===== config.mk =====
export PLATFORM = sky130hd
export DESIGN_NAME = ttb_back
export DESIGN_NICKNAME = d
export VERILOG_FILES = /design/src/design/ttb_pkg.sv /design/src/design/ttb_back.sv
export SDC_FILE = /design/constraint.sdc
export NUM_CORES = 2
export LEC_CHECK = 0
export BUFFER_PORTS_ARGS = -buffer_cell sky130_fd_sc_hd__buf_2
export CAP_MARGIN = 25
export CORE_ASPECT_RATIO = 0.75
export CORE_MARGIN = 2
export CORE_UTILIZATION = 55
export CTS_BUF_LIST = sky130_fd_sc_hd__clkbuf_8
export DETAILED_ROUTE_END_ITERATION = 8
export PLACE_DENSITY = 0.72
export SLEW_MARGIN = 20
export SYNTH_ARGS = -nofsm -noshare
export SYNTH_HDL_FRONTEND = slang
export SYNTH_SLANG_ARGS = --single-unit

===== constraint.sdc =====
create_clock -name clk -period 40.7 [get_ports clk]
set_clock_uncertainty 0.2 [all_clocks]
set_input_delay 6.105 -clock clk [delete_from_list [all_inputs] [get_ports clk]]
set_output_delay 6.105 -clock clk [all_outputs]
set_load 0.03 [all_outputs]

===== src/design/ttb_pkg.sv =====
`default_nettype none
package ttb_pkg;

    localparam int VERTEX_SLOTS = 256;
    localparam int SLOT_W       = 8;
    localparam int ADDR_W       = $clog2(VERTEX_SLOTS);
    localparam int COORD_W      = 16;
    localparam int POS_W        = 3 * COORD_W;
    localparam int TEX_W        = 2 * COORD_W;
    localparam int DIFF_W       = COORD_W + 1;
    localparam int PROD_W       = 2 * DIFF_W;
    localparam int TERM_W       = PROD_W + 1;
    localparam int MAG_W        = TERM_W;
    localparam int NORM_W       = 31;
    localparam int SHIFT_MAX    = MAG_W - NORM_W;
    localparam int SQ_W         = 64;
    localparam int ROOT_W       = 32;
    localparam int UNIT_SHIFT   = 14;
    localparam int UNIT_ONE     = 1 << UNIT_SHIFT;
    localparam int OUT_W        = 16;
    localparam int QUOT_W       = 16;
    localparam int NUM_W        = NORM_W + UNIT_SHIFT + 1;
    localparam int REM_W        = ROOT_W + 1;
    localparam int TERMS        = 7;
    localparam int MUL_STEPS    = 2 * TERMS;
    localparam int STEP_W       = $clog2(MUL_STEPS);
    localparam int Q_DEPTH      = 2;
    localparam int QP_W         = $clog2(Q_DEPTH);
    localparam int QC_W         = $clog2(Q_DEPTH + 1);

    localparam logic ACT_LOAD = 1'b0;
    localparam logic ACT_TRI  = 1'b1;

    typedef struct packed {
        logic                      action;
        logic [SLOT_W-1:0]         vertex_slot;
        logic signed [COORD_W-1:0] pos_x;
        logic signed [COORD_W-1:0] pos_y;
        logic signed [COORD_W-1:0] pos_z;
        logic signed [COORD_W-1:0] tex_u;
        logic signed [COORD_W-1:0] tex_v;
        logic [SLOT_W-1:0]         first_index;
        logic [SLOT_W-1:0]         second_index;
        logic [SLOT_W-1:0]         third_index;
        logic                      final_triangle;
    } item_t;

    typedef struct packed {
        logic signed [COORD_W-1:0] px;
        logic signed [COORD_W-1:0] py;
        logic signed [COORD_W-1:0] pz;
        logic signed [COORD_W-1:0] tu;
        logic signed [COORD_W-1:0] tv;
    } vertex_t;

    typedef struct packed {
        logic                     start;
        logic signed [TERM_W-1:0] c0;
        logic signed [TERM_W-1:0] c1;
        logic signed [TERM_W-1:0] c2;
    } norm_req_t;

    typedef struct packed {
        logic                    done;
        logic                    zero;
        logic signed [OUT_W-1:0] o0;
        logic signed [OUT_W-1:0] o1;
        logic signed [OUT_W-1:0] o2;
    } norm_rsp_t;

    typedef enum logic [3:0] {
        B_IDLE, B_RD0, B_RD1, B_RD2, B_RD3, B_DIFF, B_MUL,
        B_NORM_T, B_WAIT_T, B_NORM_B, B_WAIT_B, B_OUT
    } back_state_t;

    typedef enum logic [2:0] {
        N_IDLE, N_SHIFT, N_SQ, N_SQRT, N_DSET, N_DIV, N_DONE
    } norm_state_t;

endpackage
`default_nettype wire


===== src/design/ttb_back.sv =====
`default_nettype none
module ttb_back (
    input  wire logic                               clk,
    input  wire logic                               rst_n,
    input  ttb_pkg::item_t                          head,
    input  wire logic                               head_valid,
    output logic                                    pop,
    output logic                                    ram_we,
    output logic [ttb_pkg::ADDR_W-1:0]              ram_waddr,
    output logic [ttb_pkg::POS_W-1:0]               pos_wdata,
    output logic [ttb_pkg::TEX_W-1:0]               tex_wdata,
    output logic [ttb_pkg::ADDR_W-1:0]              ram_raddr,
    input  wire logic [ttb_pkg::POS_W-1:0]          pos_rdata,
    input  wire logic [ttb_pkg::TEX_W-1:0]          tex_rdata,
    output ttb_pkg::norm_req_t                      norm_req,
    input  ttb_pkg::norm_rsp_t                      norm_rsp,
    output logic                                    result_valid,
    input  wire logic                               result_stall,
    output logic [ttb_pkg::SLOT_W-1:0]              target_slot,
    output logic signed [ttb_pkg::OUT_W-1:0]        tangent_x,
    output logic signed [ttb_pkg::OUT_W-1:0]        tangent_y,
    output logic signed [ttb_pkg::OUT_W-1:0]        tangent_z,
    output logic signed [ttb_pkg::OUT_W-1:0]        bitangent_x,
    output logic signed [ttb_pkg::OUT_W-1:0]        bitangent_y,
    output logic signed [ttb_pkg::OUT_W-1:0]        bitangent_z,
    output logic                                    degenerate,
    output logic                                    corner_last,
    output logic                                    mesh_done
);

    localparam int DW = ttb_pkg::DIFF_W;
    localparam int PW = ttb_pkg::PROD_W;
    localparam int TW = ttb_pkg::TERM_W;
    localparam int OW = ttb_pkg::OUT_W;
    localparam int AW = ttb_pkg::ADDR_W;
    localparam int SP = ttb_pkg::STEP_W;

    ttb_pkg::back_state_t state_reg, state_next;

    logic [ttb_pkg::SLOT_W-1:0] idx_reg [3];
    logic                       final_reg;
    ttb_pkg::vertex_t           vtx_reg [3];
    logic [1:0]                 corner_reg;
    logic signed [DW-1:0]       e1_reg [3];
    logic signed [DW-1:0]       e2_reg [3];
    logic signed [DW-1:0]       d1u_reg, d1v_reg, d2u_reg, d2v_reg;
    logic [SP-1:0]              step_reg;
    logic signed [PW-1:0]       prod_reg;
    logic signed [TW-1:0]       det_reg;
    logic signed [TW-1:0]       t_reg [3];
    logic signed [TW-1:0]       b_reg [3];
    logic signed [OW-1:0]       tcap_reg [3];
    logic signed [OW-1:0]       bcap_reg [3];
    logic                       zt_reg, zb_reg;

    logic                       ov_reg;
    logic [ttb_pkg::SLOT_W-1:0] slot_out_reg;
    logic signed [OW-1:0]       tan_out_reg [3];
    logic signed [OW-1:0]       bit_out_reg [3];
    logic                       degen_out_reg, last_out_reg, done_out_reg;

    ttb_pkg::vertex_t           va, vb, vc, rd_vtx;
    logic [2:0]                 term_sel;
    logic                       phase;
    logic [1:0]                 lane;
    logic signed [DW-1:0]       mul_a, mul_b;
    logic signed [PW-1:0]       mul_p;
    logic signed [TW-1:0]       term;
    logic                       det_neg, det_zero, out_free, mul_last, degen_now;

    assign rd_vtx   = ttb_pkg::vertex_t'({pos_rdata, tex_rdata});
    assign term_sel = step_reg[SP-1:1];
    assign phase    = step_reg[0];
    assign det_neg  = det_reg[TW-1];
    assign det_zero = (det_reg == '0);
    assign out_free = !ov_reg || !result_stall;
    assign mul_last = (step_reg == SP'(ttb_pkg::MUL_STEPS - 1));
    assign degen_now = det_zero || zt_reg || zb_reg;

    // corner rotation: base, then the other two in cyclic order
    always_comb
    begin
        case (corner_reg)
            2'd1:
            begin
                va = vtx_reg[1]; vb = vtx_reg[2]; vc = vtx_reg[0];
            end
            2'd2:
            begin
                va = vtx_reg[2]; vb = vtx_reg[0]; vc = vtx_reg[1];
            end
            default:
            begin
                va = vtx_reg[0]; vb = vtx_reg[1]; vc = vtx_reg[2];
            end
        endcase
    end

    // one shared multiplier: even step x*y, odd step prod - z*w
    always_comb
    begin
        lane  = '0;
        mul_a = d1u_reg;
        mul_b = d2v_reg;
        case (term_sel)
            3'd0:
            begin
                mul_a = phase ? d2u_reg : d1u_reg;
                mul_b = phase ? d1v_reg : d2v_reg;
            end
            3'd1, 3'd2, 3'd3:
            begin
                lane  = 2'(term_sel - 3'd1);
                mul_a = phase ? d1v_reg : d2v_reg;
                mul_b = phase ? e2_reg[lane] : e1_reg[lane];
            end
            3'd4, 3'd5, 3'd6:
            begin
                lane  = 2'(term_sel - 3'd4);
                mul_a = phase ? d2u_reg : d1u_reg;
                mul_b = phase ? e1_reg[lane] : e2_reg[lane];
            end
            default:
            begin
                lane = '0;
            end
        endcase
    end

    assign mul_p = PW'(mul_a) * PW'(mul_b);
    assign term  = TW'(prod_reg) - TW'(mul_p);

    always_comb
    begin
        state_next = state_reg;
        case (state_reg)
            ttb_pkg::B_IDLE:
            begin
                if (head_valid && head.action == ttb_pkg::ACT_TRI)
                begin
                    state_next = ttb_pkg::B_RD0;
                end
            end
            ttb_pkg::B_RD0:  state_next = ttb_pkg::B_RD1;
            ttb_pkg::B_RD1:  state_next = ttb_pkg::B_RD2;
            ttb_pkg::B_RD2:  state_next = ttb_pkg::B_RD3;
            ttb_pkg::B_RD3:  state_next = ttb_pkg::B_DIFF;
            ttb_pkg::B_DIFF: state_next = ttb_pkg::B_MUL;
            ttb_pkg::B_MUL:
            begin
                if (mul_last)
                begin
                    state_next = det_zero ? ttb_pkg::B_OUT : ttb_pkg::B_NORM_T;
                end
            end
            ttb_pkg::B_NORM_T: state_next = ttb_pkg::B_WAIT_T;
            ttb_pkg::B_WAIT_T: if (norm_rsp.done) state_next = ttb_pkg::B_NORM_B;
            ttb_pkg::B_NORM_B: state_next = ttb_pkg::B_WAIT_B;
            ttb_pkg::B_WAIT_B: if (norm_rsp.done) state_next = ttb_pkg::B_OUT;
            ttb_pkg::B_OUT:
            begin
                if (out_free)
                begin
                    state_next = (corner_reg == 2'd2) ? ttb_pkg::B_IDLE : ttb_pkg::B_DIFF;
                end
            end
            default: state_next = ttb_pkg::B_IDLE;
        endcase
    end

    always_comb
    begin
        pop       = 1'b0;
        ram_we    = 1'b0;
        ram_waddr = AW'(head.vertex_slot);
        pos_wdata = {head.pos_x, head.pos_y, head.pos_z};
        tex_wdata = {head.tex_u, head.tex_v};
        ram_raddr = AW'(idx_reg[0]);
        norm_req.start = 1'b0;
        norm_req.c0 = det_neg ? -t_reg[0] : t_reg[0];
        norm_req.c1 = det_neg ? -t_reg[1] : t_reg[1];
        norm_req.c2 = det_neg ? -t_reg[2] : t_reg[2];
        case (state_reg)
            ttb_pkg::B_IDLE:
            begin
                pop    = head_valid;
                ram_we = head_valid && (head.action == ttb_pkg::ACT_LOAD);
            end
            ttb_pkg::B_RD1: ram_raddr = AW'(idx_reg[1]);
            ttb_pkg::B_RD2: ram_raddr = AW'(idx_reg[2]);
            ttb_pkg::B_NORM_T: norm_req.start = 1'b1;
            ttb_pkg::B_NORM_B:
            begin
                norm_req.start = 1'b1;
                norm_req.c0 = det_neg ? -b_reg[0] : b_reg[0];
                norm_req.c1 = det_neg ? -b_reg[1] : b_reg[1];
                norm_req.c2 = det_neg ? -b_reg[2] : b_reg[2];
            end
            ttb_pkg::B_WAIT_B:
            begin
                norm_req.c0 = det_neg ? -b_reg[0] : b_reg[0];
                norm_req.c1 = det_neg ? -b_reg[1] : b_reg[1];
                norm_req.c2 = det_neg ? -b_reg[2] : b_reg[2];
            end
            default:
            begin
            end
        endcase
    end

    always_ff @(posedge clk or negedge rst_n)
    begin
        if (!rst_n)
        begin
            state_reg <= ttb_pkg::B_IDLE;
            ov_reg    <= 1'b0;
        end
        else
        begin
            state_reg <= state_next;
            if (state_reg == ttb_pkg::B_OUT && out_free)
            begin
                ov_reg <= 1'b1;
            end
            else if (!result_stall)
            begin
                ov_reg <= 1'b0;
            end
        end
    end

    always_ff @(posedge clk)
    begin
        case (state_reg)
            ttb_pkg::B_IDLE:
            begin
                idx_reg[0] <= head.first_index;
                idx_reg[1] <= head.second_index;
                idx_reg[2] <= head.third_index;
                final_reg  <= head.final_triangle;
                corner_reg <= '0;
            end
            ttb_pkg::B_RD1: vtx_reg[0] <= rd_vtx;
            ttb_pkg::B_RD2: vtx_reg[1] <= rd_vtx;
            ttb_pkg::B_RD3: vtx_reg[2] <= rd_vtx;
            ttb_pkg::B_DIFF:
            begin
                e1_reg[0] <= DW'(vb.px) - DW'(va.px);
                e1_reg[1] <= DW'(vb.py) - DW'(va.py);
                e1_reg[2] <= DW'(vb.pz) - DW'(va.pz);
                e2_reg[0] <= DW'(vc.px) - DW'(va.px);
                e2_reg[1] <= DW'(vc.py) - DW'(va.py);
                e2_reg[2] <= DW'(vc.pz) - DW'(va.pz);
                d1u_reg   <= DW'(vb.tu) - DW'(va.tu);
                d1v_reg   <= DW'(vb.tv) - DW'(va.tv);
                d2u_reg   <= DW'(vc.tu) - DW'(va.tu);
                d2v_reg   <= DW'(vc.tv) - DW'(va.tv);
                step_reg  <= '0;
            end
            ttb_pkg::B_MUL:
            begin
                step_reg <= step_reg + 1'b1;
                if (!phase)
                begin
                    prod_reg <= mul_p;
                end
                else
                begin
                    case (term_sel)
                        3'd0:             det_reg <= term;
                        3'd1, 3'd2, 3'd3: t_reg[lane] <= term;
                        3'd4, 3'd5, 3'd6: b_reg[lane] <= term;
                        default:          det_reg <= term;
                    endcase
                end
            end
            ttb_pkg::B_WAIT_T:
            begin
                tcap_reg[0] <= norm_rsp.o0;
                tcap_reg[1] <= norm_rsp.o1;
                tcap_reg[2] <= norm_rsp.o2;
                zt_reg      <= norm_rsp.zero;
            end
            ttb_pkg::B_WAIT_B:
            begin
                bcap_reg[0] <= norm_rsp.o0;
                bcap_reg[1] <= norm_rsp.o1;
                bcap_reg[2] <= norm_rsp.o2;
                zb_reg      <= norm_rsp.zero;
            end
            ttb_pkg::B_OUT:
            begin
                if (out_free)
                begin
                    slot_out_reg  <= idx_reg[corner_reg];
                    degen_out_reg <= degen_now;
                    last_out_reg  <= (corner_reg == 2'd2);
                    done_out_reg  <= (corner_reg == 2'd2) && final_reg;
                    for (int i = 0; i < 3; i++)
                    begin
                        tan_out_reg[i] <= degen_now ? '0 : tcap_reg[i];
                        bit_out_reg[i] <= degen_now ? '0 : bcap_reg[i];
                    end
                    corner_reg <= corner_reg + 1'b1;
                end
            end
            default:
            begin
            end
        endcase
    end

    assign result_valid = ov_reg;
    assign target_slot  = slot_out_reg;
    assign tangent_x    = tan_out_reg[0];
    assign tangent_y    = tan_out_reg[1];
    assign tangent_z    = tan_out_reg[2];
    assign bitangent_x  = bit_out_reg[0];
    assign bitangent_y  = bit_out_reg[1];
    assign bitangent_z  = bit_out_reg[2];
    assign degenerate   = degen_out_reg;
    assign corner_last  = last_out_reg;
    assign mesh_done    = done_out_reg;

endmodule
`default_nettype wire


-- After elaboration in Yosys (flattened, before gate mapping)
Memory sizes are Yosys's and may differ from the RTL's. A register that Yosys moved wholly into a read port is not among the register bits.
Cells that the tools add are included.
- memory bits (writable): 768
- memories kept: 10
- bits of input ports: 248
- flip-flop bits (word level): 154
- memories (memory ; words ; bits a word ; rd ports ; clocked after memory_dff ; wr ports ; line ; source):
    vtx_reg ; 3 ; 80 ; 3 ; 0 ; 1 ; ttb_back.sv:42 ; ttb_pkg::vertex_t vtx_reg [3];
    b_reg ; 3 ; 35 ; 3 ; 0 ; 1 ; ttb_back.sv:51 ; logic signed [TW-1:0] b_reg [3];
    t_reg ; 3 ; 35 ; 3 ; 0 ; 1 ; ttb_back.sv:50 ; logic signed [TW-1:0] t_reg [3];
    e1_reg ; 3 ; 17 ; 2 ; 0 ; 3 ; ttb_back.sv:44 ; logic signed [DW-1:0] e1_reg [3];
    e2_reg ; 3 ; 17 ; 2 ; 0 ; 3 ; ttb_back.sv:45 ; logic signed [DW-1:0] e2_reg [3];
    bcap_reg ; 3 ; 16 ; 3 ; 0 ; 3 ; ttb_back.sv:53 ; logic signed [OW-1:0] bcap_reg [3];
    +4 memories ; - ; - ; - ; - ; - ; - ;
- reduce and logical (&&, ||, !) cells: 27
- bitwise operators: 3
- $mul: 1
- multiplexer cells: 71
- equal/unequal tests: 26
- add/sub/neg operators: 21
- operators by type and width (kind ; count):
    case mux 80 bit (2 select lines) ; 3
    two-way mux 35 bit ; 6
    negation 35 bit ; 6
    subtractor 16 x 16 -> 17 bit ; 10
    two-way mux 80 bit ; 2
    OR reduction 80 bit ; 2
    two-way mux 105 bit ; 1
    two-way mux 16 bit ; 6
    two-way mux 17 bit ; 4
    case mux 17 bit (3 select lines) ; 1
    case mux 4 bit (12 select lines) ; 1
    logical NOT 35 bit ; 1
    subtractor 34 x 34 -> 35 bit ; 1
    multiplier 17 x 17 -> 34 bit ; 1
    case mux 17 bit (2 select lines) ; 1
    two-way mux 1 bit ; 32
    two-way mux 4 bit ; 6
    equality test 4 bit, second input constant ; 5
    equality test 4 x 3 -> 1 bit, second input constant ; 4
    case mux 8 bit (2 select lines) ; 1
    inequality test 2 bit, second input constant ; 5
    equality test 3 bit, second input constant ; 3
    equality test 4 x 2 -> 1 bit, second input constant ; 2
    case mux 2 bit (2 select lines) ; 2
    26 further kinds ; 43

-- Depth between registers and ports, before layout
- word-level depth: 6
- depth in mapped cells: 47
- depth with buffers taken out: 41

-- Worst setup path after synthesis
OpenSTA, ideal clock, no wires.
- path kind: register to register
- from: register state_reg[0]
- to: register d1u_reg[0], enable pin
- cell stages (with the launch flop): 4
- path buffers: 1
- period minus slack after synthesis: 13.448 ns
- setup slack: 27.252 ns
- required time: 39.592 ns
- arrival: 12.340 ns
- path through: dfrtp_1 -> clkbuf_1 -> inv_1 -> nor3_1
- longest elaborated chain between the ends: 1
- ends and longest elaborated chain (what ; line ; source):
    start: declaration ; ttb_back.sv:38 ; ttb_pkg::back_state_t state_reg, state_next;
    start signal: assignment ; ttb_back.sv:215 ; state_reg <= ttb_pkg::B_IDLE;
    start signal: assignment ; ttb_back.sv:220 ; state_reg <= state_next;
    equality test 4 x 3 -> 1 bit ; ttb_back.sv:234 ; case (state_reg)
    end signal: assignment ; ttb_back.sv:254 ; d1u_reg <= DW'(vb.tu) - DW'(va.tu);
    end: declaration ; ttb_back.sv:46 ; logic signed [DW-1:0] d1u_reg, d1v_reg, d2u_reg, d2v_reg;
Every way passes these cells.
A chain may end at the register's enable or synchronous reset.

-- Final worst setup path
- from: input head_valid
- to: output ram_we
- longest elaborated chain between the ends: 2
- ends and longest elaborated chain (what ; line ; source):
    start: declaration ; ttb_back.sv:6 ; input wire logic head_valid,
    logical AND 1 bit ; ttb_back.sv:187 ; ram_we = head_valid && (head.action == ttb_pkg::ACT_LOAD);
    two-way mux 1 bit ; ttb_back.sv:183 ; case (state_reg)
    end: declaration ; ttb_back.sv:8 ; output logic ram_we,
Every way passes these cells.

==> results.ini <==
[clock_tree]
cts_inserted_buffers=150
clk_path_buf_depth=3
cts_tree=done
clk_latency_ns=0.90
postCtsHoldBufs=0
path_clk_slew_ns=0.06
cts_root_buf=clkbuf_8
post-cts-setup-buffers=0
h-tree-depth=4
clkSinkCount=932
cts_resized=0

[global_routing]
met3_usage=0.0742
busiest_layer=met1
track_usage=0.278
grt_pass1_wl_mm=247
grt_util_met2=0.408
globalRoute.totalOverflow=0
antenna_found_initial=21
met1_usage=0.409
grt_pass1_vias=43800
grt_max_degree=171

[synth]
synth_edf_count=925
synth.largest_area_cell=edfxtp_1
synth_top_area_frac=0.450
postSynthCellCount=5940
synth_async_sr_flop_share=0.00536
ys.flop_type=edfxtp_1
yosys_register_bits=932
ys_warn_count=0
synth_area_leaders=edfxtp_1 45%, fa_1 10%, ha_1 5.8%, nand2_1 3.8%, nor2_1 3.4%
yosysUniqueCellTypes=84
yosysMostFrequentCell=edfxtp_1
synth_common_cells=925 x edfxtp_1, 619 x nand2_1, 559 x nor2_1
ys_seq_area_frac=0.452
syn_nets=6780
syn_area_mm2=0.0618
postSynthAreaPerCell_um2=10.4

[drt]
ant_nets=0
drt_pass1_iterations=6
vias_per_cell=5.96
wl_per_cell_um=20.6
drt_wl_total_mm=160
drtIter0Drc=4931
drc_errors=0
num_vias=46400

[die]
fp.dieW_um=391
die-area_mm2=0.115
pin_count=560
fp.coreArea_mm2=0.111
fp.dieH_um=294
rows=106
start_util=0.554

[place]
dp_hpwl_mm=119
io_buffers=383
gp_congestion=0.948

[worst_setup_path]
crit_required_ns=34.39
path_cells=buf_2 -> and2_1 -> nor2b_1 -> buf_2
slowest_stage=buf_2
path_max_fanout=2
path_buf_inv=2
end_kind=primary output
arrival_ns=6.63
startpoint_type=input port
critPathKind=in2out
cpMostUsedCell=buf_2
critical-path-top-delay-family=buffers and inverters
cp_slowest_stage_delay_ns=0.17

[timing]
finalSetupViolCount=0
fin_hold_ws_ns=0.270
rsz0062_at_grt=no
slew_violations=0
relSlewSlack=0.265
finalHoldViolations=0
tightest_slew_ns=1.10
fin_setup_tns_ns=0
fin_crit_sh=0.318
max_freq_mhz=77.3
fin_crit_ns=12.94

[worst_hold_path]
worst_hold_path_type=reg2reg

[job]
maxCapViolCount=0

[final_layout]
area_growth_pct=9.03
fillers=9150
largest_register_ffs=240
drive_gt1_frac=0.126
nNetsFinal=7036

[run_status]
status=finished clean

-- final cells by class --
class / count / area, um2 / share of cell area
multi-input combinational: 4104 / 30300 / 0.449
clock inverter: 112 / 563 / 0.00836
sequential: 932 / 27900 / 0.415
inverter: 547 / 2050 / 0.0305
timing repair buffer: 461 / 2550 / 0.0378
clock buffer: 154 / 2120 / 0.0315
antenna: 8 / 20.0 / 0.000297
tap: 1458 / 1820 / 0.0271
-- routing by layer --
metal  up-vias  part of all wire
met5         -           0.00052
met4         6             0.018
met3       208              0.11
met2      2063              0.44
met1     22500              0.44
li1      21600                 -
-- per-stage QoR --
| stage | area [um2] | utilization | instances | setup slack (ns) |
|---|---|---|---|---|
| finish | 67300 | 0.604 | 7776 | 27.76 |
| global route | 67300 | 0.604 | 7774 | 27.13 |
| CTS | 67200 | 0.604 | 7763 | 27.76 |
| detailed placement | 64600 | 0.580 | 7497 | 27.76 |
| global placement | 64600 | 0.579 | 7496 | 27.76 |
| floorplan | 61800 | - | 5940 | 27.25 |
-- worst register-to-register path: cells and delay by family, from the launching register on --
kind	cells	cell delay (ns)
AO/OA/AOI/OAI	15	4.49
adder cells (fa/ha/maj)	9	4.16
AND/OR/NAND/NOR	8	1.60
XOR/XNOR	2	0.84
buffers and inverters	7	0.79
flip-flops	1	0.51
-- kinds of logic (layout without fill, tap and decap cells) --
| family | after synthesis | count (layout) | synth area share |
|---|---|---|---|
| other | 0 | 8 | 0 |
| buffers and inverters | 904 | 1274 | 0.0605 |
| xor gates and xnor gates | 204 | 204 | 0.0291 |
| muxes | 110 | 110 | 0.0258 |
| and+or+nand+nor | 1823 | 1823 | 0.134 |
| adders and majority gates | 597 | 597 | 0.158 |
| AOI/OAI and AO/OA | 1370 | 1370 | 0.140 |
| DFF | 932 | 932 | 0.452 |
-- placed cells by master (no fill, tap or decap), types with 254 or more instances in the layout --
master,n
inv_1,593
nand2_1,618
a21oi_1,286
o21ai_0,395
buf_2,383
nor2_1,557
a22oi_1,254
fa_1,307
ha_1,283
edfxtp_1,925
-- path summary, 6_finish.rpt --
| kind | start | endpoint | slack [ns] | depth (start not counted) |
|---|---|---|---|---|
| worst max-delay path | head_valid | ram_we | 27.76 | 4 |
| worst min-delay path | bcap_reg[0][29]$_DFFE_PP_ | bit_out_reg[0][29]$_SDFFCE_PP0P_ | 0.27 | 1 |
| worst max register to register | step_reg[2]$_DFFE_PN_ | t_reg[2][32]$_DFFE_PP_ | 27.80 | 41 |
| worst min register to register | bcap_reg[0][29]$_DFFE_PP_ | bit_out_reg[0][29]$_SDFFCE_PP0P_ | 0.27 | 1 |
| max in group asynchronous | rst_n | state_reg[1]$_DFFE_PN0P_ | 35.34 | 1 |
| min in group asynchronous | rst_n | state_reg[2]$_DFFE_PN0P_ | 4.83 | 1 |
Power is left out: the tool's default activity adds up to more than one toggle a clock period on the data nets, which glitch-free logic cannot reach.
